==> src/nsab_pkg.sv <==
package nsab_pkg;

   // Pixel channel geometry.
   localparam int PIX_W = 8;
   localparam logic [PIX_W-1:0] PIX_MAX = 8'hFF;
   localparam int CHANNELS = 3;
   localparam int SRC_WORD_W = 4 * PIX_W;

   // Field widths of the request and response items.
   localparam int COORD_W = 10;
   localparam int LOAD_IDX_W = 12;
   localparam int POS_W = 12;
   localparam int SIZE_W = 7;
   localparam int AREA_W = 11;
   localparam int REQ_DATA_W = 64;
   localparam int RSP_DATA_W = 56;

   // Nearest-neighbor index division: numerator is coordinate times source size.
   localparam int QUOT_BITS = SIZE_W;
   localparam int NUM_W = COORD_W + SIZE_W;
   localparam int DEN_W = AREA_W;

   // Source address arithmetic.
   localparam int ADDR_FULL_W = 2 * SIZE_W;
   localparam int ADDR_CMP_W = 17;

   // Blend arithmetic: s*a + d*(255-a) fits in 16 bits.
   localparam int BLEND_W = 2 * PIX_W;

   // Response queue.
   localparam int FIFO_DEPTH = 16;
   localparam int FIFO_PTR_W = $clog2(FIFO_DEPTH);
   localparam int FIFO_CNT_W = FIFO_PTR_W + 1;

   // Register port.
   localparam int CSR_INDEX_W = 4;
   localparam int CSR_DATA_W = 12;

   localparam logic [CSR_INDEX_W-1:0] CSR_SOURCE_WIDTH  = 4'd0;
   localparam logic [CSR_INDEX_W-1:0] CSR_SOURCE_HEIGHT = 4'd1;
   localparam logic [CSR_INDEX_W-1:0] CSR_DRAW_WIDTH    = 4'd2;
   localparam logic [CSR_INDEX_W-1:0] CSR_DRAW_HEIGHT   = 4'd3;
   localparam logic [CSR_INDEX_W-1:0] CSR_ORIGIN_X      = 4'd4;
   localparam logic [CSR_INDEX_W-1:0] CSR_ORIGIN_Y      = 4'd5;
   localparam logic [CSR_INDEX_W-1:0] CSR_TARGET_WIDTH  = 4'd6;
   localparam logic [CSR_INDEX_W-1:0] CSR_TARGET_HEIGHT = 4'd7;

   typedef enum logic {
      OP_LOAD = 1'b0,
      OP_DRAW = 1'b1
   } op_type;

   typedef struct packed {
      logic             write_valid;
      logic [PIX_W-1:0] blue;
      logic [PIX_W-1:0] green;
      logic [PIX_W-1:0] red;
      logic [POS_W-1:0] target_row;
      logic [POS_W-1:0] target_col;
   } rsp_item_type;

endpackage

==> src/nsab_fifo.sv <==
// Response queue. Space is reserved upstream, so a push never meets a full queue.
module nsab_fifo import nsab_pkg::*; (
   input  logic                  clock,
   input  logic                  reset,
   input  logic                  push,
   input  rsp_item_type          push_item,
   input  logic                  pop,
   output rsp_item_type          pop_item,
   output logic [FIFO_CNT_W-1:0] count
);

   rsp_item_type          entry_ff [FIFO_DEPTH];
   logic [FIFO_PTR_W-1:0] wr_ptr_ff;
   logic [FIFO_PTR_W-1:0] rd_ptr_ff;
   logic [FIFO_CNT_W-1:0] count_ff;
   logic [FIFO_CNT_W-1:0] count_in;

   always_comb begin
      count_in = count_ff;
      if (push && !pop) begin
         count_in = count_ff + FIFO_CNT_W'(1);
      end else if (pop && !push) begin
         count_in = count_ff - FIFO_CNT_W'(1);
      end
   end

   always_ff @(posedge clock) begin
      if (reset) begin
         wr_ptr_ff <= '0;
         rd_ptr_ff <= '0;
         count_ff  <= '0;
      end else begin
         if (push) begin
            wr_ptr_ff <= wr_ptr_ff + FIFO_PTR_W'(1);
         end
         if (pop) begin
            rd_ptr_ff <= rd_ptr_ff + FIFO_PTR_W'(1);
         end
         count_ff <= count_in;
      end
   end

   always_ff @(posedge clock) begin
      if (push) begin
         entry_ff[wr_ptr_ff] <= push_item;
      end
   end

   assign pop_item = entry_ff[rd_ptr_ff];
   assign count    = count_ff;

endmodule

==> config.mk <==
export PLATFORM = sky130hd
export DESIGN_NAME = nsab_fifo
export DESIGN_NICKNAME = d
export VERILOG_FILES = /design/src/nsab_pkg.sv /design/src/nsab_fifo.sv
export SDC_FILE = /design/constraint.sdc
export NUM_CORES = 1
export LEC_CHECK = 0
export ABC_AREA = 0
export BUFFER_PORTS_ARGS = -buffer_cell sky130_fd_sc_hd__buf_2
export CORE_MARGIN = 8
export CORE_UTILIZATION = 61
export DETAILED_ROUTE_END_ITERATION = 16
export PLACE_DENSITY = 0.81
export REMOVE_ABC_BUFFERS = 1
export SYNTH_ARGS = -nofsm -noshare
export SYNTH_HDL_FRONTEND = slang
export SYNTH_SLANG_ARGS = --single-unit
==> constraint.sdc <==
create_clock -name clock -period 4.4 [get_ports clock]
set_input_delay 1.32 -clock clock [delete_from_list [all_inputs] [get_ports clock]]
set_output_delay 1.32 -clock clock [all_outputs]
set_load 0.01 [all_outputs]
==> flow_metrics.py <==
metrics = {
    "status": {
        "status": "complete, no violations",
    },
    "clock_network": {
        "postCtsResizedCells": 0,
        "cts-root-buf": "clkbuf_16",
        "postCtsHoldBufs": 0,
        "cts_made_buffers": 77,
        "clkLatencyLatePin_ns": 0.61,
        "clk_pin_slew_ns": 0.06,
        "cts_setup_buffers": 0,
        "cts_tree": "done",
        "clockBufferDepth": 3,
        "clock_sink_count": 801,
        "htree_levels": 3,
    },
    "pwr": {
        "power_mw": 15.95,
        "powerDensity_nw_per_um2": 470.6,
        "clkPwrFrac": 0.394,
        "combPwrFrac": 0.071,
        "switching_share": 0.2162,
        "p_seq_frac": 0.536,
        "peakVddDrop_uv": 248.0,
        "power_leakage_nw": 10.72,
        "power_switching_mw": 3.448,
        "power.internal_mw": 12.50,
    },
    "yosys": {
        "synth_cell_types": 32,
        "synthesis.area_sq_um": 30150,
        "synth.area.top_cells": "edfxtp_1 (78%), mux4_2 (15%), a22oi_1 (2.4%)",
        "ys.flop_type": "edfxtp_1",
        "yosysSeqAreaShare": 0.7923,
        "avgSynthCellArea_sq_um": 23.26,
        "synthArstFlopShare": 0,
        "synth_cells": 1296,
        "synth_xor_area_frac": 0.002324,
        "synth_compound_area_frac": 0.02561,
        "yosys_warnings": 0,
        "synth_top_area_frac": 0.7810,
        "synth-edff-count": 784,
        "synth.area.mux_share": 0.1478,
        "synth_top_family_by_area": "multiplexers",
        "synth_seq_cells": 801,
        "synth_most_common_cell": "edfxtp_1",
        "synthAdderAreaFrac": 0.004400,
        "synthTopCellsByCount": "edfxtp_1 (784), mux4_2 (196), a22oi_1 (98)",
        "synth_top_cell_by_area": "edfxtp_1",
        "synth-simple-area-share": 0.01507,
    },
    "detailed_routing": {
        "wl_per_cell_um": 33.45,
        "drt_iter0_markers": 2140,
        "dr.pass1.iters": 6,
        "drc": 0,
        "drtAntennaViolNets": 0,
        "wl_um": 72040,
        "vias": 14670,
        "via_per_inst": 6.811,
    },
    "global_routing": {
        "grt_max_degree": 69,
        "grt_pass1_wl_um": 103600,
        "overflow": 0,
        "antenna_found_initial": 9,
        "grt_pass1_vias": 15450,
        "groute.usage.overall": 0.2552,
    },
    "timing": {
        "period_minus_slack_ns": 4.104,
        "worst_clock_skew_ns": 0.01298,
        "clock.fmax_mhz": 243.7,
        "setup-violations-final": 0,
        "relSlewSlack": 0.2651,
        "worst_slew_pin_slew_ns": 1.102,
        "rsz0062_at_grt": "no",
        "post-route-period-util": 0.9326,
        "fin_setup_tns_ns": 0,
        "finalHoldViolCount": 0,
        "final_max_slew_viol_count": 0,
    },
    "die": {
        "start_util": 0.6171,
        "die_x_um": 238.3,
        "core_area_sq_um": 48850,
        "fp.dieH_um": 238.3,
        "ios": 107,
        "rows": 81,
        "die_area_sq_um": 56790,
    },
    "min_path": {
        "min_from": "count[2]",
        "min_path_type": "reg -> reg",
        "min_to": "count[2]",
        "holdPathStages": 2,
    },
    "critical_path": {
        "reg2reg_slack_ns": 2.24,
        "r2r-end": "entry_ff[1][39]",
        "worstPathRequired_ns": 3.08,
        "worstSetupPathType": "reg -> out",
        "crit_path_start_kind": "flop",
        "crit_path_max_fanout": 54,
        "r2r_start": "wr_ptr_ff[2]",
        "reg2regPathDepth": 3,
        "cp-end-kind": "output port",
        "cp.arrival_ns": 2.78,
    },
    "place": {
        "io_buffers": 106,
        "dpl-instance-area_sq_um": 31550,
        "hpwlAfterDp_um": 31530,
        "gp_congestion": 0.7188,
    },
    "cells_and_area": {
        "nets": 1496,
        "final_area_sq_um": 33890,
        "layout-drive-gt1-share": 0.2999,
        "syn_to_final_growth_pct": 12.41,
    },
    "run": {
        "maxCapViolCount": 0,
    },
}
## logic make-up (layout without fill, tap and decap cells)
kind of cell | Yosys count | after routing
compound gates | 104 | 104
xor+xnor | 8 | 8
mux | 200 | 200
fa+ha+maj | 10 | 10
simple gates | 100 | 100
other cells | 0 | 6
flops | 801 | 801
buf+inv | 73 | 261
## state kept, by name, indices dropped and copies added (netlist names), named ones only
| name | flops |
|---|---|
| entry_ff | 784 |
| wr_ptr_ff | 4 |
| rd_ptr_ff | 4 |
| count | 5 |
## worst max-delay path, stage by stage, from the launching register on
cell and delay (ns):
dfxtp_4 0.55, buf_12 0.41, mux4_2 0.57, a22oi_1 0.26, nand2_1 0.18, buf_2 0.18
## metrics by stage
step | instances | utilization | setup WS [ns] | hold slack (ns)
CTS | 2148 | 0.6934 | 0.2114 | 0.5326
detailed placement | 2018 | 0.6458 | 0.8945 | 0.5197
global placement | 2018 | 0.6458 | 0.9703 | 0.5013
global route | 2150 | 0.6935 | 0.1332 | 0.5665
floorplan | 1227 | - | -5.965 | 0.4847
finish | 2154 | 0.6937 | 0.2964 | 0.5282
## worst max-delay path by stage
stage / to / depth (start not counted) / start
floorplan: pop_item[47] / 3 / flop
global placement: pop_item[36] / 5 / flop
detailed placement: pop_item[15] / 5 / flop
CTS: pop_item[20] / 5 / flop
global route: pop_item[20] / 5 / flop
finish: pop_item[20] / 5 / flop
## area by class of cell
type | count | area (sq um)
Multi-Input combinational cell | 422 | 5948
Sequential cell | 801 | 23890
Timing Repair Buffer | 127 | 863.3
Clock inverter | 34 | 241.5
Antenna cell | 6 | 15.01
Tap cell | 664 | 830.8
Fill cell | 2778 | 14960
Inverter | 4 | 15.01
Clock buffer | 96 | 2083
## placed cells by master (no fill, tap or decap), types with 4 or more instances in the layout
cell type	instances
clkbuf_16	81
edfxtp_1	784
buf_2	106
and2_4	16
a22oi_1	98
buf_12	14
nand2_1	53
inv_1	4
clkinvlp_4	5
diode_2	6
mux4_2	196
dfxtp_1	15
nor2_1	17
clkinv_1	16
clkinv_2	9
clkbuf_1	15
xor2_1	5
ha_1	9
buf_4	7
## per-layer routing
layer	part of all wire	wire length (um)	GRT usage
met1	0.36	26010	0.3302
met2	0.51	36550	0.4225
met5	0.00086	62	0
met4	0.032	2277	0.1007
met3	0.099	7143	0.05826
## power groups by stage
stage | Combinational [mW] | Clock, mW | Sequential, mW
finish | 1.13 | 6.28 | 8.54
global route | 1.20 | 6.58 | 8.55
CTS | 1.14 | 6.32 | 8.54
detailed placement | 1.11 | 0 | 8.70
global placement | 1.07 | 0 | 8.69
floorplan | 0.761 | 0 | 8.80
(Power assumes the default switching activity.)
