## src/nsab_pkg.sv

```systemverilog
package nsab_pkg;

   // Pixel channel geometry.
   localparam int PIX_W = 8;
   localparam logic [PIX_W-1:0] PIX_MAX = 8'hFF;
   localparam int CHANNELS = 3;
   localparam int SRC_WORD_W = 4 * PIX_W;

   // Field widths of the request and response items.
   localparam int COORD_W = 10;
   localparam int LOAD_IDX_W = 12;
   localparam int POS_W = 12;
   localparam int SIZE_W = 7;
   localparam int AREA_W = 11;
   localparam int REQ_DATA_W = 64;
   localparam int RSP_DATA_W = 56;

   // Nearest-neighbor index division: numerator is coordinate times source size.
   localparam int QUOT_BITS = SIZE_W;
   localparam int NUM_W = COORD_W + SIZE_W;
   localparam int DEN_W = AREA_W;

   // Source address arithmetic.
   localparam int ADDR_FULL_W = 2 * SIZE_W;
   localparam int ADDR_CMP_W = 17;

   // Blend arithmetic: s*a + d*(255-a) fits in 16 bits.
   localparam int BLEND_W = 2 * PIX_W;

   // Response queue.
   localparam int FIFO_DEPTH = 16;
   localparam int FIFO_PTR_W = $clog2(FIFO_DEPTH);
   localparam int FIFO_CNT_W = FIFO_PTR_W + 1;

   // Register port.
   localparam int CSR_INDEX_W = 4;
   localparam int CSR_DATA_W = 12;

   localparam logic [CSR_INDEX_W-1:0] CSR_SOURCE_WIDTH  = 4'd0;
   localparam logic [CSR_INDEX_W-1:0] CSR_SOURCE_HEIGHT = 4'd1;
   localparam logic [CSR_INDEX_W-1:0] CSR_DRAW_WIDTH    = 4'd2;
   localparam logic [CSR_INDEX_W-1:0] CSR_DRAW_HEIGHT   = 4'd3;
   localparam logic [CSR_INDEX_W-1:0] CSR_ORIGIN_X      = 4'd4;
   localparam logic [CSR_INDEX_W-1:0] CSR_ORIGIN_Y      = 4'd5;
   localparam logic [CSR_INDEX_W-1:0] CSR_TARGET_WIDTH  = 4'd6;
   localparam logic [CSR_INDEX_W-1:0] CSR_TARGET_HEIGHT = 4'd7;

   typedef enum logic {
      OP_LOAD = 1'b0,
      OP_DRAW = 1'b1
   } op_type;

   typedef struct packed {
      logic             write_valid;
      logic [PIX_W-1:0] blue;
      logic [PIX_W-1:0] green;
      logic [PIX_W-1:0] red;
      logic [POS_W-1:0] target_row;
      logic [POS_W-1:0] target_col;
   } rsp_item_type;

endpackage

```

## src/nsab_divider.sv

```systemverilog
// Pipelined restoring divider, one quotient bit per stage, most significant first.
// The quotient is exact whenever it fits in QUOT_BITS bits.
module nsab_divider import nsab_pkg::*; (
   input  logic                 clock,
   input  logic [NUM_W-1:0]     num,
   input  logic [DEN_W-1:0]     den,
   output logic [QUOT_BITS-1:0] quo
);

   logic [NUM_W-1:0]     rem_ff   [QUOT_BITS];
   logic [QUOT_BITS-1:0] quo_ff   [QUOT_BITS];
   logic [NUM_W-1:0]     rem_in   [QUOT_BITS];
   logic [QUOT_BITS-1:0] quo_in   [QUOT_BITS];
   logic [NUM_W-1:0]     stage_rem [QUOT_BITS+1];
   logic [QUOT_BITS-1:0] stage_quo [QUOT_BITS+1];
   logic [NUM_W:0]       den_shift [QUOT_BITS];
   logic [NUM_W:0]       diff      [QUOT_BITS];

   always_comb begin
      stage_rem[0] = num;
      stage_quo[0] = '0;
      for (int k = 0; k < QUOT_BITS; k++) begin
         stage_rem[k+1] = rem_ff[k];
         stage_quo[k+1] = quo_ff[k];
      end
      for (int k = 0; k < QUOT_BITS; k++) begin
         den_shift[k] = (NUM_W+1)'(den) << (QUOT_BITS - 1 - k);
         diff[k]      = {1'b0, stage_rem[k]} - den_shift[k];
         // A clear borrow bit means the shifted divisor fits into the remainder.
         rem_in[k]    = diff[k][NUM_W] ? stage_rem[k] : diff[k][NUM_W-1:0];
         quo_in[k]    = stage_quo[k];
         quo_in[k][QUOT_BITS-1-k] = ~diff[k][NUM_W];
      end
   end

   always_ff @(posedge clock) begin
      for (int k = 0; k < QUOT_BITS; k++) begin
         rem_ff[k] <= rem_in[k];
         quo_ff[k] <= quo_in[k];
      end
   end

   assign quo = quo_ff[QUOT_BITS-1];

endmodule

```

## config.mk

```make
export PLATFORM = sky130hd
export DESIGN_NAME = nsab_divider
export DESIGN_NICKNAME = d
export VERILOG_FILES = /design/src/nsab_pkg.sv /design/src/nsab_divider.sv
export SDC_FILE = /design/constraint.sdc
export NUM_CORES = 1
export LEC_CHECK = 0
export BUFFER_PORTS_ARGS = -buffer_cell sky130_fd_sc_hd__buf_2
export CAP_MARGIN = 15
export CELL_PAD_IN_SITES_DETAIL_PLACEMENT = 2
export CELL_PAD_IN_SITES_GLOBAL_PLACEMENT = 2
export CORE_MARGIN = 5
export CORE_UTILIZATION = 43
export DETAILED_ROUTE_END_ITERATION = 8
export GPL_ROUTABILITY_DRIVEN = 0
export PLACE_DENSITY = 0.82
export SETUP_SLACK_MARGIN = 0.05
export SLEW_MARGIN = 20
export SYNTH_ARGS = -nofsm -noshare
export SYNTH_HDL_FRONTEND = slang
export SYNTH_SLANG_ARGS = --single-unit
export TNS_END_PERCENT = 1
```

## constraint.sdc

```tcl
create_clock -name clock -period 5.8 [get_ports clock]
set_clock_uncertainty 0.15 [all_clocks]
set_input_delay 0.29 -clock clock [delete_from_list [all_inputs] [get_ports clock]]
set_output_delay 0.29 -clock clock [all_outputs]
set_load 0.005 [all_outputs]
```

==> results.txt <==
The run finished with clean final reports. The total count of max-transition violations in the final report came out at 0. The number of sinks on the clock net came out at 130.

The routed via count divided by cell count is 5.87. The clock buffer count from CTS came out at 17. The critical path is of the in2reg type.

The number of hold-slack violations in the final timing report came to 0. In this run the worst hold path is classified as in2reg. For this run, design rule violations remaining after detail routing come to 0. The kind of start point of the critical path is a primary input. The initial utilization of the core area, before any placement, comes to 0.432. The worst setup slack after layout came out at 2260 ps. TritonCTS built the clock tree. For this run, the leading register cell type out of synthesis is sky130_fd_sc_hd__dfxtp_1. When the netlist entered floorplanning its net count stood at 834. The total power per unit cell area is 616 mW/mm^2. The clock-pin slew reported for the worst setup and hold paths after clock tree synthesis is 60 ps.

The layout overhead on the synthesized area came out at 16.5%. At the end of the flow the core is filled with cells to 0.504. The register bit total from synthesis came out at 130. The worst hold slack is 167 ps. The clock latency reported for the late side of the worst-skew pair came out at 440 ps. 0 antenna diodes ended up in the layout. The height of the die is 138 microns. The post-route setup TNS is 0 ps.

The clock passes through at most 2 buffers. The number of antenna-violating nets in the routed design came out at 0. The filler cell count came out at 1,687.

The quantity of I/O buffers inserted on ports is 35. The detailed router's first-iteration violation count is 266. The peak ir drop on the vdd network is 0.000284 V.

The tool flagged a number of max-cap violations equal to 0. The worst-margin pin slew is 1120 ps. The number of antenna violations at the first check in global routing came out at 0. The max-slew headroom at the worst pin came out at 0.256. The combined global-route utilization of all metal layers is 0.259. The endpoint class of the critical path is a register. Derived from the worst setup path, the maximum achievable clock frequency is 283 MHz.

The share of the Yosys chip area taken by registers is 0.367. The post-synthesis cell area is 0.00709 sq mm. The total of endpoints with negative setup slack in the final report came out at 0. The share of synthesized flip-flops with an asynchronous set or reset is 0. The routed wirelength normalized by instance count came out at 24.3 microns. The first global-routing pass estimated 39,700 microns of wire. The tree is rooted in a sky130_fd_sc_hd__clkbuf_16.

Along the worst path, the maximum fanout reaches 12. The number of nets in the layout came out at 893. The final period demand of the worst path is 3540 ps. Counting distinct cell types in the post-synthesis netlist gives 72. The area of all placed cells without fillers is 0.00827 sq mm.

Measured along the x axis, the die boundary spans 138 microns. The synthesis warning total is 0. Setup repair after global routing left no endpoint under its margin. The number of H-tree branching levels came out at 4. The total via count after detailed routing is 5,960.

The post-detailed-placement cell area came out at 0.00747 sq mm. At the worst endpoint, the required time is 5960 ps. Once the clock tree was built, the setup fixing pass inserted 0 buffers. The area of the die came out at 0.0192 sq mm. The worst path arrival time is 3700 ps. The pin count of the biggest net entering global routing came out at 17. The half-perimeter wire length after placement came out at 14,800 microns. The placement row count is 47. The iteration count of the initial detailed-routing pass is 4.

The number of instances in the synthesized netlist is 723. The core area came out at 0.0164 sq mm. The worst slack at placement is 2090 ps. In the finished design, the share of the clock period the worst path needs comes to 0.610. In this run, synthesis inferred 0 flip-flops with an integrated enable. After detailed routing, the total wire length is 24,700 microns. Global routing finished with a remaining overflow of 0. The share of post-route cells with drive strength above 1 is 0.151. Averaged over all synthesized cells, the footprint is 9.81 sq um. The via count of the first global-routing pass is 6,963. The cell leakage power came out at 3.51 nW. The I/O pin count is 36.
==> timing repair <==
item,4_1_cts,5_1_grt
resized for setup,0,0
hold buffers,17,0
hold endpoints to repair,17,0
==> critical path, cell delays in order <==
cell and delay [ps]:
sky130_fd_sc_hd__buf_2 230, sky130_fd_sc_hd__inv_1 260, sky130_fd_sc_hd__ha_1 410, sky130_fd_sc_hd__nor2b_1 180, sky130_fd_sc_hd__o31a_1 370, sky130_fd_sc_hd__o31a_1 370
sky130_fd_sc_hd__o21a_1 240, sky130_fd_sc_hd__a21oi_1 890, sky130_fd_sc_hd__mux2_2 450
==> synthesized netlist by cell type, drive strengths merged, types with 9 or more instances <==
master / count / area share
nor2: 43 / 0.023
xor2: 10 / 0.012
a21oi: 50 / 0.036
nand3: 22 / 0.016
inv: 41 / 0.022
mux2: 51 / 0.082
ha: 76 / 0.13
buf: 9 / 0.0090
xnor2: 31 / 0.038
dfxtp: 130 / 0.37
nand2b: 12 / 0.011
a21o: 11 / 0.012
nor2b: 11 / 0.011
o21a: 17 / 0.018
nor3: 20 / 0.015
o31a: 9 / 0.012
nand2: 30 / 0.016
o21ai: 37 / 0.027
==> final timing paths <==
path | cells after the start | to | slack [ps] | start
min reg2reg | 0 | quo_ff[3][6] | 180 | quo_ff[2][6]
max | 9 | rem_ff[2][8] | 2260 | den[1]
min | 3 | rem_ff[5][1] | 170 | den[0]
max reg2reg | 7 | rem_ff[2][8] | 2330 | rem_ff[1][5]
==> sequential cells by signal (all words and copies together), names as in the netlist <==
register and flops:
rem_ff 102, quo_ff 28
==> per-stage QoR <==
step                power, mW  std cells
global placement         3.51        966
floorplan                3.15        723
finish                   5.09       1015
global route             5.37       1015
CTS                      5.03       1015
detailed placement       3.69        966
==> cells in the final DEF (no fill, tap or decap), types with 8 or more instances in the layout <==
master | Yosys | layout
sky130_fd_sc_hd__o21ai_0 | 35 | 35
sky130_fd_sc_hd__xor2_1 | 10 | 10
sky130_fd_sc_hd__ha_1 | 76 | 76
sky130_fd_sc_hd__nor3_1 | 19 | 19
sky130_fd_sc_hd__nor2b_1 | 10 | 10
sky130_fd_sc_hd__mux2_2 | 36 | 36
sky130_fd_sc_hd__dfxtp_1 | 130 | 130
sky130_fd_sc_hd__dlygate4sd3_1 | 0 | 17
sky130_fd_sc_hd__o211ai_1 | 8 | 8
sky130_fd_sc_hd__a21oi_1 | 49 | 49
sky130_fd_sc_hd__o31a_1 | 8 | 8
sky130_fd_sc_hd__o21a_1 | 17 | 17
sky130_fd_sc_hd__nor2_1 | 43 | 43
sky130_fd_sc_hd__mux2i_1 | 8 | 8
sky130_fd_sc_hd__xnor2_1 | 31 | 31
sky130_fd_sc_hd__buf_2 | 3 | 35
sky130_fd_sc_hd__nand2b_1 | 12 | 12
sky130_fd_sc_hd__mux2_1 | 13 | 13
sky130_fd_sc_hd__nand3_1 | 22 | 22
sky130_fd_sc_hd__clkbuf_16 | 0 | 17
sky130_fd_sc_hd__inv_1 | 41 | 41
sky130_fd_sc_hd__nand2_1 | 30 | 30
sky130_fd_sc_hd__a21o_1 | 11 | 11
==> final cells by class <==
class / count / area (sq um) / area share
clock buffers: 19 / 453 / 0.0548
well taps: 220 / 275 / 0.0333
clock inverters: 13 / 164 / 0.0198
inverters: 41 / 154 / 0.0186
repair buffers: 53 / 353 / 0.0427
flip-flops and latches: 130 / 2600 / 0.315
multi-input cells: 539 / 4260 / 0.516
==> layer usage <==
| metal | share of wire | global-route usage |
|---|---|---|
| met2 | 0.52 | 0.475 |
| met4 | 0.029 | 0.0983 |
| met1 | 0.42 | 0.300 |
| met3 | 0.027 | 0.0452 |
| met5 | 0 | 0 |
==> report_power, final <==
part           total, mW  internal, mW  switching, mW
clock               1.15         0.673          0.475
sequential          1.47          1.25          0.221
combinational       2.48          1.07           1.40
==> cells by family (layout without fill, tap and decap cells) <==
logic type      Yosys count  count (layout)  share of synthesized area
compound gates          185             185                      0.182
mux                      59              59                     0.0933
simple gates            172             172                      0.123
fa+ha+maj                82              82                      0.151
flops                   130             130                      0.367
buf+inv                  54             126                     0.0328
xor+xnor                 41              41                     0.0506
(Power assumes the default switching activity.)
