**config.mk**
```make
export PLATFORM = sky130hd
export DESIGN_NAME = nsab_blend
export DESIGN_NICKNAME = d
export VERILOG_FILES = /design/src/nsab_pkg.sv /design/src/nsab_blend.sv
export SDC_FILE = /design/constraint.sdc
export NUM_CORES = 1
export LEC_CHECK = 0
export ABC_AREA = 1
export BUFFER_PORTS_ARGS = -buffer_cell sky130_fd_sc_hd__buf_2
export CAP_MARGIN = 20
export CORE_UTILIZATION = 40
export DETAILED_ROUTE_END_ITERATION = 10
export PLACE_DENSITY = 0.65
export SLEW_MARGIN = 20
export SYNTH_ARGS = -nofsm -noshare
export SYNTH_HDL_FRONTEND = slang
export SYNTH_SLANG_ARGS = --single-unit
export TNS_END_PERCENT = 20
```
**constraint.sdc**
```tcl
create_clock -name clock -period 16.62 [get_ports clock]
set_input_delay 3.324 -clock clock [delete_from_list [all_inputs] [get_ports clock]]
set_output_delay 3.324 -clock clock [all_outputs]
set_load 0.005 [all_outputs]
```
**src/nsab_pkg.sv**
```systemverilog
package nsab_pkg;

   // Pixel channel geometry.
   localparam int PIX_W = 8;
   localparam logic [PIX_W-1:0] PIX_MAX = 8'hFF;
   localparam int CHANNELS = 3;
   localparam int SRC_WORD_W = 4 * PIX_W;

   // Field widths of the request and response items.
   localparam int COORD_W = 10;
   localparam int LOAD_IDX_W = 12;
   localparam int POS_W = 12;
   localparam int SIZE_W = 7;
   localparam int AREA_W = 11;
   localparam int REQ_DATA_W = 64;
   localparam int RSP_DATA_W = 56;

   // Nearest-neighbor index division: numerator is coordinate times source size.
   localparam int QUOT_BITS = SIZE_W;
   localparam int NUM_W = COORD_W + SIZE_W;
   localparam int DEN_W = AREA_W;

   // Source address arithmetic.
   localparam int ADDR_FULL_W = 2 * SIZE_W;
   localparam int ADDR_CMP_W = 17;

   // Blend arithmetic: s*a + d*(255-a) fits in 16 bits.
   localparam int BLEND_W = 2 * PIX_W;

   // Response queue.
   localparam int FIFO_DEPTH = 16;
   localparam int FIFO_PTR_W = $clog2(FIFO_DEPTH);
   localparam int FIFO_CNT_W = FIFO_PTR_W + 1;

   // Register port.
   localparam int CSR_INDEX_W = 4;
   localparam int CSR_DATA_W = 12;

   localparam logic [CSR_INDEX_W-1:0] CSR_SOURCE_WIDTH  = 4'd0;
   localparam logic [CSR_INDEX_W-1:0] CSR_SOURCE_HEIGHT = 4'd1;
   localparam logic [CSR_INDEX_W-1:0] CSR_DRAW_WIDTH    = 4'd2;
   localparam logic [CSR_INDEX_W-1:0] CSR_DRAW_HEIGHT   = 4'd3;
   localparam logic [CSR_INDEX_W-1:0] CSR_ORIGIN_X      = 4'd4;
   localparam logic [CSR_INDEX_W-1:0] CSR_ORIGIN_Y      = 4'd5;
   localparam logic [CSR_INDEX_W-1:0] CSR_TARGET_WIDTH  = 4'd6;
   localparam logic [CSR_INDEX_W-1:0] CSR_TARGET_HEIGHT = 4'd7;

   typedef enum logic {
      OP_LOAD = 1'b0,
      OP_DRAW = 1'b1
   } op_type;

   typedef struct packed {
      logic             write_valid;
      logic [PIX_W-1:0] blue;
      logic [PIX_W-1:0] green;
      logic [PIX_W-1:0] red;
      logic [POS_W-1:0] target_row;
      logic [POS_W-1:0] target_col;
   } rsp_item_type;

endpackage

```
**src/nsab_blend.sv**
```systemverilog
// Alpha-over blend of three channels: (s*a + d*(255-a)) / 255, truncated.
// The weighted sums are registered; the division by 255 follows the register.
module nsab_blend import nsab_pkg::*; (
   input  logic                  clock,
   input  logic [SRC_WORD_W-1:0] src_pixel,
   input  logic [PIX_W-1:0]      dst_red,
   input  logic [PIX_W-1:0]      dst_green,
   input  logic [PIX_W-1:0]      dst_blue,
   output logic [PIX_W-1:0]      out_red,
   output logic [PIX_W-1:0]      out_green,
   output logic [PIX_W-1:0]      out_blue
);

   logic [PIX_W-1:0]   alpha;
   logic [PIX_W-1:0]   inv_alpha;
   logic [PIX_W-1:0]   dst       [CHANNELS];
   logic [BLEND_W-1:0] sum_in    [CHANNELS];
   logic [BLEND_W-1:0] sum_ff    [CHANNELS];
   logic [BLEND_W:0]   rounded   [CHANNELS];
   logic [PIX_W-1:0]   quo       [CHANNELS];

   always_comb begin
      alpha     = src_pixel[SRC_WORD_W-1 -: PIX_W];
      inv_alpha = PIX_MAX - alpha;
      dst[0]    = dst_red;
      dst[1]    = dst_green;
      dst[2]    = dst_blue;
      for (int c = 0; c < CHANNELS; c++) begin
         sum_in[c] = BLEND_W'(src_pixel[c*PIX_W +: PIX_W]) * BLEND_W'(alpha)
                   + BLEND_W'(dst[c]) * BLEND_W'(inv_alpha);
      end
   end

   always_ff @(posedge clock) begin
      for (int c = 0; c < CHANNELS; c++) begin
         sum_ff[c] <= sum_in[c];
      end
   end

   // floor(x / 255) equals (x + (x >> 8) + 1) >> 8 over the whole range of the sum.
   always_comb begin
      for (int c = 0; c < CHANNELS; c++) begin
         rounded[c] = (BLEND_W+1)'(sum_ff[c]) + (BLEND_W+1)'(sum_ff[c] >> PIX_W)
                    + (BLEND_W+1)'(1);
         quo[c]     = rounded[c][2*PIX_W-1:PIX_W];
      end
   end

   assign out_red   = quo[0];
   assign out_green = quo[1];
   assign out_blue  = quo[2];

endmodule

```
==> results of run 1 <==
-- kinds of logic (layout without fill, tap and decap cells) --
group,Yosys count,in the layout,synth area share [%]
flops,48,48,5.79
fa+ha+maj,495,495,50.4
buf+inv,791,820,18.1
xor+xnor,24,24,1.27
simple gates,947,947,22.9
other cells,1,5,0.0226
compound gates,48,48,1.58
-- Yosys cell counts, types with 2 or more instances --
cell type                  count
sky130_fd_sc_hd__xor2_1       19
sky130_fd_sc_hd__nor2_2        3
sky130_fd_sc_hd__nand3_1      74
sky130_fd_sc_hd__nand3_2       6
sky130_fd_sc_hd__nor2_1      210
sky130_fd_sc_hd__ha_1        207
sky130_fd_sc_hd__buf_2        25
sky130_fd_sc_hd__dfxtp_1      48
sky130_fd_sc_hd__o21bai_1      3
sky130_fd_sc_hd__xnor2_1       5
sky130_fd_sc_hd__clkinv_1      3
sky130_fd_sc_hd__inv_1       722
sky130_fd_sc_hd__o21ai_0      12
sky130_fd_sc_hd__nand3b_1      3
sky130_fd_sc_hd__nand2_2       6
sky130_fd_sc_hd__or2_1         2
sky130_fd_sc_hd__fa_1        288
sky130_fd_sc_hd__nand2_1     610
sky130_fd_sc_hd__a21o_1        6
sky130_fd_sc_hd__buf_1         4
sky130_fd_sc_hd__clkbuf_1     30
sky130_fd_sc_hd__inv_2         5
sky130_fd_sc_hd__and2_1        8
sky130_fd_sc_hd__buf_4         2
sky130_fd_sc_hd__nor3_1       14
sky130_fd_sc_hd__a21oi_1      27
sky130_fd_sc_hd__nand4_1      10
-- stage by stage --
step / hold slack (ns) / cell area, um2 / cells
after floorplan: 3.54 / 16600 / 2356
after global placement: 3.70 / 17400 / 2909
after detailed placement: 3.73 / 17400 / 2909
after CTS: 3.38 / 17600 / 2917
after global routing: 3.42 / 17600 / 2919
final: 3.40 / 17600 / 2919
-- worst paths after layout --
| check | from | endpoint | slack (ns) | cells after the start |
|---|---|---|---|---|
| max | src_pixel[27] | sum_ff[0][31] | 8.19 | 22 |
| min | src_pixel[0] | sum_ff[0][0] | 3.40 | 3 |
-- cell type report --
class | instances | area [um2] | share of cell area, %
Clock inverter | 2 | 13.8 | 0.0783
Tap cell | 532 | 666 | 3.79
Clock buffer | 6 | 139 | 0.790
Antenna cell | 2 | 5.00 | 0.0285
Timing Repair Buffer | 82 | 415 | 2.36
Multi-Input combinational cell | 1517 | 12600 | 71.9
Inverter | 730 | 2740 | 15.6
Sequential cell | 48 | 961 | 5.47
-- metal layers --
metal	wire length (um)	up-vias	track usage, %
met5	0	-	0
met4	680	0	4.97
met3	2310	38	2.55
met1	17400	6509	26.2
li1	-	6729	-
met2	18700	349	34.2
-- worst min-delay path, delay by kind of cell --
family / cells / cell delay, ns
compound gates: 1 / 0.08
buf+inv: 1 / 0.17
simple gates: 1 / 0.08
==> flow_summary.rst, run 1 <==
.. list-table::
   :header-rows: 1

   * - Metric
     - Value
   * - Max-cap violations
     - 0
   * - Utilization after layout
     - 43.0%
   * - Total routing resource utilization after global routing
     - 19.9%
   * - Final-stage net count
     - 2936
   * - Number of optimization iterations in the first detailed-route pass
     - 8
   * - Bufs on Longest Clock Path
     - 2
   * - Root buffer cell
     - sky130_fd_sc_hd__clkbuf_16
   * - Flop and latch count out of synthesis
     - 48
   * - Routed via count divided by cell count
     - 4.67
   * - Die footprint
     - 42300 um2
   * - Overall routed net length
     - 39100 um
   * - Maximum fanout count along the critical path
     - 40
   * - Filler cells
     - 4272
   * - Post-detailed-route wirelength per cell
     - 13.4 um
   * - Cell count after synthesis
     - 2354
   * - H-Tree Level Count
     - 2
   * - Fraction of registers with async set or reset after synthesis
     - 0%
   * - RSZ-0062 raised after global routing
     - false
   * - Die span in y
     - 206 um
   * - Actual slew at the worst max-slew pin
     - 1.00 ns
   * - Inserted Clock Buffers
     - 5
   * - Area fraction of the dominant cell type after synthesis
     - 34.7%
   * - Largest registers
     - sum_ff x48
   * - Fraction of final layout cells with drive strength greater than 1
     - 4.65%
   * - Pin count of the biggest net entering global routing
     - 47
   * - Number of port buffers
     - 80
   * - Largest incremental delay on the critical path
     - 0.73 ns
   * - Clock sink total
     - 48
   * - Mean instance size in the synthesized netlist
     - 7.05 um2
   * - Largest delay contributor family on the critical path
     - adder cells
   * - Ranking of synthesized cells by area
     - sky130_fd_sc_hd__fa_1 35%, sky130_fd_sc_hd__inv_1 16%, sky130_fd_sc_hd__ha_1 16%
   * - Most frequent standard cell in the layout excluding fill and tap cells
     - sky130_fd_sc_hd__inv_1
   * - RD Place Congestion
     - 0.873
   * - Worst Setup Slack, final
     - 8.19 ns
   * - CP cell instances
     - buf_2 > clkinv_1 > nand2_1 > fa_1 > inv_1 > fa_1 > inv_1 > fa_1 > inv_1 > fa_1 > fa_1 > inv_1 > fa_1 > inv_1 > ha_1 > nand2_1 > inv_1 > nand2_1 > nor3_1 > nand2_1 > nand3_1 > nand2_1
   * - Initial drt markers
     - 732
   * - Half-perimeter wire length of the detailed placement result
     - 33400 um
   * - Outcome
     - completed
   * - Required time of the critical path
     - 16.83 ns
   * - Highest-count cells in the layout ignoring fill and taps
     - 722 x sky130_fd_sc_hd__inv_1, 610 x sky130_fd_sc_hd__nand2_1, 288 x sky130_fd_sc_hd__fa_1
   * - Number of flip-flops in the largest register
     - between 40 and 50
   * - Shortest clock period the worst path allows after layout
     - 8.43 ns
   * - Worst path bufs/invs
     - 8
   * - Number of placement rows
     - 74
   * - Clock input transition at the sequential cells of the worst setup and hold paths
     - roughly 0.070 ns
   * - Maximum clock frequency
     - about 0.12 GHz
   * - Buffers inserted during post-CTS setup optimization
     - 0
   * - Worst min-delay path category
     - in2reg
   * - Count of flip-flops with a built-in enable after synthesis
     - 0
   * - Worst setup timing slack at the placement stage
     - around 7.9 ns
   * - First-pass GRT wire length
     - roughly 67000 um
   * - Startpoint type of the worst setup path
     - primary input
   * - Number of gates given a new drive strength after cts
     - 0
   * - Routed via count
     - 13600
   * - Worst endpoint data arrival time
     - around 8.6 ns
   * - Final Cycle Share
     - a little over 50%
   * - Die Span X
     - just over 200 um
   * - Global-route congestion overflow total
     - 0
   * - Rel. slew slack
     - 33.3%
   * - TritonCTS clock tree
     - built
   * - Layout Area Growth over Synthesis
     - 5.90%
   * - Detailed-route DRC error count
     - 0
   * - Max-slew violation total from the final report
     - 0
   * - Main synth FF type
     - sky130_fd_sc_hd__dfxtp_1
   * - CP max-delay cell
     - sky130_fd_sc_hd__buf_2
   * - Core box area
     - 40800 um2
   * - Sum of negative setup slack
     - 0 ns
   * - Critical Setup Path Class
     - in2reg
   * - Proportion of synthesized chip area in sequential cells
     - under 10%
   * - Vias in the first global route
     - 14200
   * - Largest register by flop count
     - sum_ff
   * - Area of the mapped netlist
     - 16600 um2
   * - Remaining antenna violation count after routing
     - 0
   * - Synthesis Warnings
     - 0
   * - Area leader, netlist
     - sky130_fd_sc_hd__fa_1
   * - Antenna violations before repair
     - 2
   * - Hold-fix buffer count after cts
     - 0
   * - Final setup violation count
     - 0
   * - Initial core utilization
     - 40.6%
   * - Endpoints failing hold
     - 0
   * - Distinct cells, synth
     - 29
   * - Capturing element type of the critical path
     - flop
   * - I/O Pins
     - 81
Power of run 1 is not shown: default switching activity piles up to over one toggle a cycle in this logic, so the estimate is an artifact.
==> run 2, diff against run 1 <==
ABC_AREA = 0   (was 1)
PLACE_DENSITY = 0.67   (was 0.65)
clock period = 6.9 ns   (was 16.62 ns; I/O delays follow)
==> run 2 against run 1 <==
- critical endpoint is now sum_ff[0][12]
- critical path depth decreased by 5
- first-iteration DRC count decreased by 40%
- die area decreased by 9.8%
- non-clock buffer count increased by 25
- cell count decreased by 25%
- synthesized cell count decreased by 30%
- sequential share of layout area increased by 0.46 points
- synthesized area decreased by 9.9%
- largest cell class unchanged
- count of clock-buffer cells in the layout unchanged
==> flow_summary.rst, run 2 <==
.. list-table::
   :header-rows: 1

   * - Metric
     - Value
   * - Worst path bufs/invs
     - 4 (-4)
   * - Number of port buffers
     - 80 (unchanged)
   * - Vias in the first global route
     - 11800 (-17%)
   * - Count of flip-flops with a built-in enable after synthesis
     - 0 (unchanged)
   * - Global-route congestion overflow total
     - 0 (unchanged)
   * - Area taken by multi-input logic gates
     - 12300 um2 (-2.7%)
   * - Final std cells w/o fill
     - 2186 (-25%)
   * - Distinct cells, synth
     - 44 (+52%)
   * - Library cell appearing most often on the critical path
     - sky130_fd_sc_hd__fa_1
   * - Routed via count divided by cell count
     - 4.93 (+5.7%)
   * - Placed instance area
     - 16000 um2 (-7.9%)
   * - Gr busiest metal
     - met2
   * - Sum of negative setup slack
     - 0 ns (unchanged)
   * - Initial drt markers
     - 436 (-40%)
   * - Root buffer cell
     - sky130_fd_sc_hd__clkbuf_16
   * - Filler cells
     - 3562 (-17%)
   * - Total routing resource utilization after global routing
     - 18.6% (-1.2 points)
   * - Final Cell Area
     - 16200 um2 (-7.7%)
   * - Inst Count DP
     - 2177 (-25%)
   * - Endpoints failing hold
     - 0 (unchanged)
   * - Half-perimeter wire length of the detailed placement result
     - 27300 um (-18%)
   * - Die footprint
     - 38200 um2 (-9.8%)
   * - I/O Pins
     - 81 (unchanged)
   * - Hold EP
     - sum_ff[0][0]
   * - Antenna violations before repair
     - 2 (unchanged)
   * - Top cell types by occurrence after synthesis
     - 414 x sky130_fd_sc_hd__inv_1, 288 x sky130_fd_sc_hd__fa_1, 207 x sky130_fd_sc_hd__ha_1, 136 x sky130_fd_sc_hd__nor2b_1, 111 x sky130_fd_sc_hd__and2_1
   * - Largest register by flop count
     - sum_ff
   * - Leading cell type by number of instances after synthesis
     - sky130_fd_sc_hd__inv_1
   * - Maximum vdd drop
     - approximately 0.38 mV
   * - Main synth FF type
     - sky130_fd_sc_hd__dfxtp_1
   * - Detailed-route DRC error count
     - 0 (unchanged)
   * - Share of power burned in registers
     - 8.2%
   * - Cell count after synthesis
     - 1642 (-30%)
   * - Shortest clock period the worst path allows after layout
     - 6.69 ns
   * - Hold path depth
     - 2 (-1)
   * - Mean instance size in the synthesized netlist
     - 9.11 um2 (+29%)
   * - Critical Setup Path Class
     - in2reg
   * - Required time of the critical path
     - 7.14 ns (-9.69 ns)
   * - Maximum clock frequency
     - 0.149 GHz
   * - Initial core utilization
     - 40.8% (+0.11 points)
   * - CP cell instances
     - buf_2 > buf_4 > nor2b_1 > fa_1 > inv_1 > fa_1 > fa_1 > fa_1 > fa_1 > fa_1 > inv_1 > ha_1 > a2111oi_0 > o21ai_1 > a31o_2 > a21oi_1 > xnor2_1
   * - Clock sink total
     - 48 (unchanged)
   * - First-pass GRT wire length
     - 57100 um (-15%)
   * - Hold-fix buffer count after cts
     - 0 (unchanged)
   * - Number of optimization iterations in the first detailed-route pass
     - 5 (-3)
   * - Startpoint type of the worst setup path
     - primary input
   * - Most frequent standard cell in the layout excluding fill and tap cells
     - sky130_fd_sc_hd__inv_1
   * - Met2 global-route usage
     - 33.6% (-0.66 points)
   * - Actual slew at the worst max-slew pin
     - 0.737 ns (-0.264 ns)
   * - Final Cycle Share
     - 97.0%
   * - Fraction of power spent switching nets
     - 50.3%
   * - Bufs on Longest Clock Path
     - 2 (unchanged)
   * - Rel. slew slack
     - 50.9% (+18 points)
   * - Number of gates given a new drive strength after cts
     - 0 (unchanged)
   * - Worst min-delay path category
     - in2reg
   * - RD Place Congestion
     - 0.865 (-0.94%)
   * - Largest incremental delay on the critical path
     - 0.56 ns (-0.17 ns)
   * - Core box area
     - 36700 um2 (-10%)
   * - Synthesis Warnings
     - 0 (unchanged)
   * - Highest-count cells in the layout ignoring fill and taps
     - 414 x sky130_fd_sc_hd__inv_1, 288 x sky130_fd_sc_hd__fa_1, 207 x sky130_fd_sc_hd__ha_1
   * - RSZ-0062 raised after global routing
     - false
   * - Flip-flop and latch area
     - 961 um2 (unchanged)
   * - Routing usage on met3
     - 2.06% (-0.49 points)
   * - Final setup violation count
     - 0 (unchanged)
   * - Final-stage net count
     - 2268 (-23%)
   * - TritonCTS clock tree
     - built
   * - Largest delay contributor family on the critical path
     - adder cells
   * - Flop and latch count out of synthesis
     - 48 (unchanged)
   * - Post-detailed-route wirelength per cell
     - 15.0 um (+12%)
   * - Proportion of synthesized chip area in sequential cells
     - 6.43% (+0.63 points)
   * - Area fraction of the dominant cell type after synthesis
     - 38.6% (+3.8 points)
   * - Layout Area Growth over Synthesis
     - 8.40%
   * - Max-slew violation total from the final report
     - 0 (unchanged)
   * - Overall routed net length
     - 32900 um (-16%)
   * - Number of flip-flops in the largest register
     - 48 (unchanged)
   * - Ranking of synthesized cells by area
     - sky130_fd_sc_hd__fa_1 39%, sky130_fd_sc_hd__ha_1 17%, sky130_fd_sc_hd__inv_1 10%
   * - Die span in y
     - 195 um (-5.0%)
   * - Buffers inserted during post-CTS setup optimization
     - 0 (unchanged)
   * - Launching instance or port of the critical path
     - src_pixel[28]
   * - Largest registers
     - sum_ff x48
   * - Worst endpoint data arrival time
     - 6.93 ns (-1.71 ns)
   * - Logic gate share of total power
     - about nine tenths
   * - Inserted Clock Buffers
     - 5 (unchanged)
   * - Capturing element type of the critical path
     - flop
   * - Pin count of the biggest net entering global routing
     - 49 (+4.3%)
   * - Area of the mapped netlist
     - 15000 um2 (-9.9%)
   * - Hold path start
     - dst_red[0]
   * - Fraction of final layout cells with drive strength greater than 1
     - 7.34% (+2.7 points)
   * - Area leader, netlist
     - sky130_fd_sc_hd__fa_1
   * - Max-cap violations
     - 0 (unchanged)
   * - Cell-internal power
     - 3.99 mW
   * - H-Tree Level Count
     - 2 (unchanged)
   * - Remaining antenna violation count after routing
     - 0 (unchanged)
   * - Power Density
     - 495 nW/um2
   * - Clock network fraction of design power
     - 3.8%
   * - Clock input transition at the sequential cells of the worst setup and hold paths
     - 0.07 ns (about the same)
   * - Maximum fanout count along the critical path
     - 33 (-18%)
   * - Routed via count
     - 10800 (-21%)
   * - GRT met1 Usage
     - 23.6% (-2.7 points)
   * - Number of placement rows
     - 70 (-5.4%)
   * - Outcome
     - completed
   * - Leakage
     - 8.54 nW
   * - CP max-delay cell
     - sky130_fd_sc_hd__buf_2
   * - Die Span X
     - 195 um (-5.0%)
   * - Net switching power of the design
     - between 4 and 5 mW
   * - Fraction of registers with async set or reset after synthesis
     - 0% (unchanged)
-- run 2: stage by stage --
stage / util, % / setup WS, ns / power [mW] / hold slack [ns]
2_1_floorplan: - / 0.308 / 6.15 / 1.52
3_3_place_gp: 43.7 / 0.176 / 7.53 / 1.79
3_5_place_dp: 43.7 / 0.0564 / 7.73 / 1.80
4_1_cts: 44.2 / 0.362 / 8.09 / 1.46
5_1_grt: 44.2 / 0.0333 / 9.17 / 1.47
6_report: 44.2 / 0.209 / 8.03 / 1.47
-- run 2: cell families after synthesis --
| kind of cell | after synthesis | synth area share [%] |
|---|---|---|
| adders and majority gates | 495 | 55.9 |
| DFF | 48 | 6.43 |
| muxes | 3 | 0.226 |
| buffers and inverters | 456 | 11.4 |
| other | 1 | 0.0251 |
| and+or+nand+nor | 465 | 17.3 |
| AOI/OAI and AO/OA | 106 | 4.72 |
| xor gates and xnor gates | 68 | 3.98 |
-- run 2: how the worst max path moves through the flow --
stage / cells past startpoint / slack (ns) / endpoint
finish: 17 / 0.21 / sum_ff[0][12]
global route: 17 / 0.03 / sum_ff[0][12]
global placement: 18 / 0.18 / sum_ff[0][45]
floorplan: 19 / 0.31 / sum_ff[0][45]
CTS: 17 / 0.36 / sum_ff[0][12]
detailed placement: 17 / 0.06 / sum_ff[0][12]
-- run 2: power by group through the flow --
stage	clock, mW	combinational [mW]	sequential (mW)
6_report	0.303	7.07	0.655
5_1_grt	0.325	8.17	0.672
4_1_cts	0.315	7.12	0.656
3_5_place_dp	0	7.07	0.661
3_3_place_gp	0	6.87	0.660
2_1_floorplan	0	5.54	0.608
-- run 2: metal layers --
layer | wire, um | up-vias
met5 | 13 | -
met2 | 16600 | 218
met1 | 14200 | 5495
li1 | - | 5026
met4 | 675 | 2
met3 | 1350 | 40
-- run 2: final cells by class --
cell class / instances / share of cell area [%]
multi-input combinational: 1140 / 75.8
inverter: 414 / 9.59
sequential: 48 / 5.93
timing repair buffer: 107 / 3.95
tap: 468 / 3.61
clock buffer: 6 / 0.857
clock inverter: 2 / 0.239
antenna: 1 / 0.0154
(Power assumes the default switching activity.)
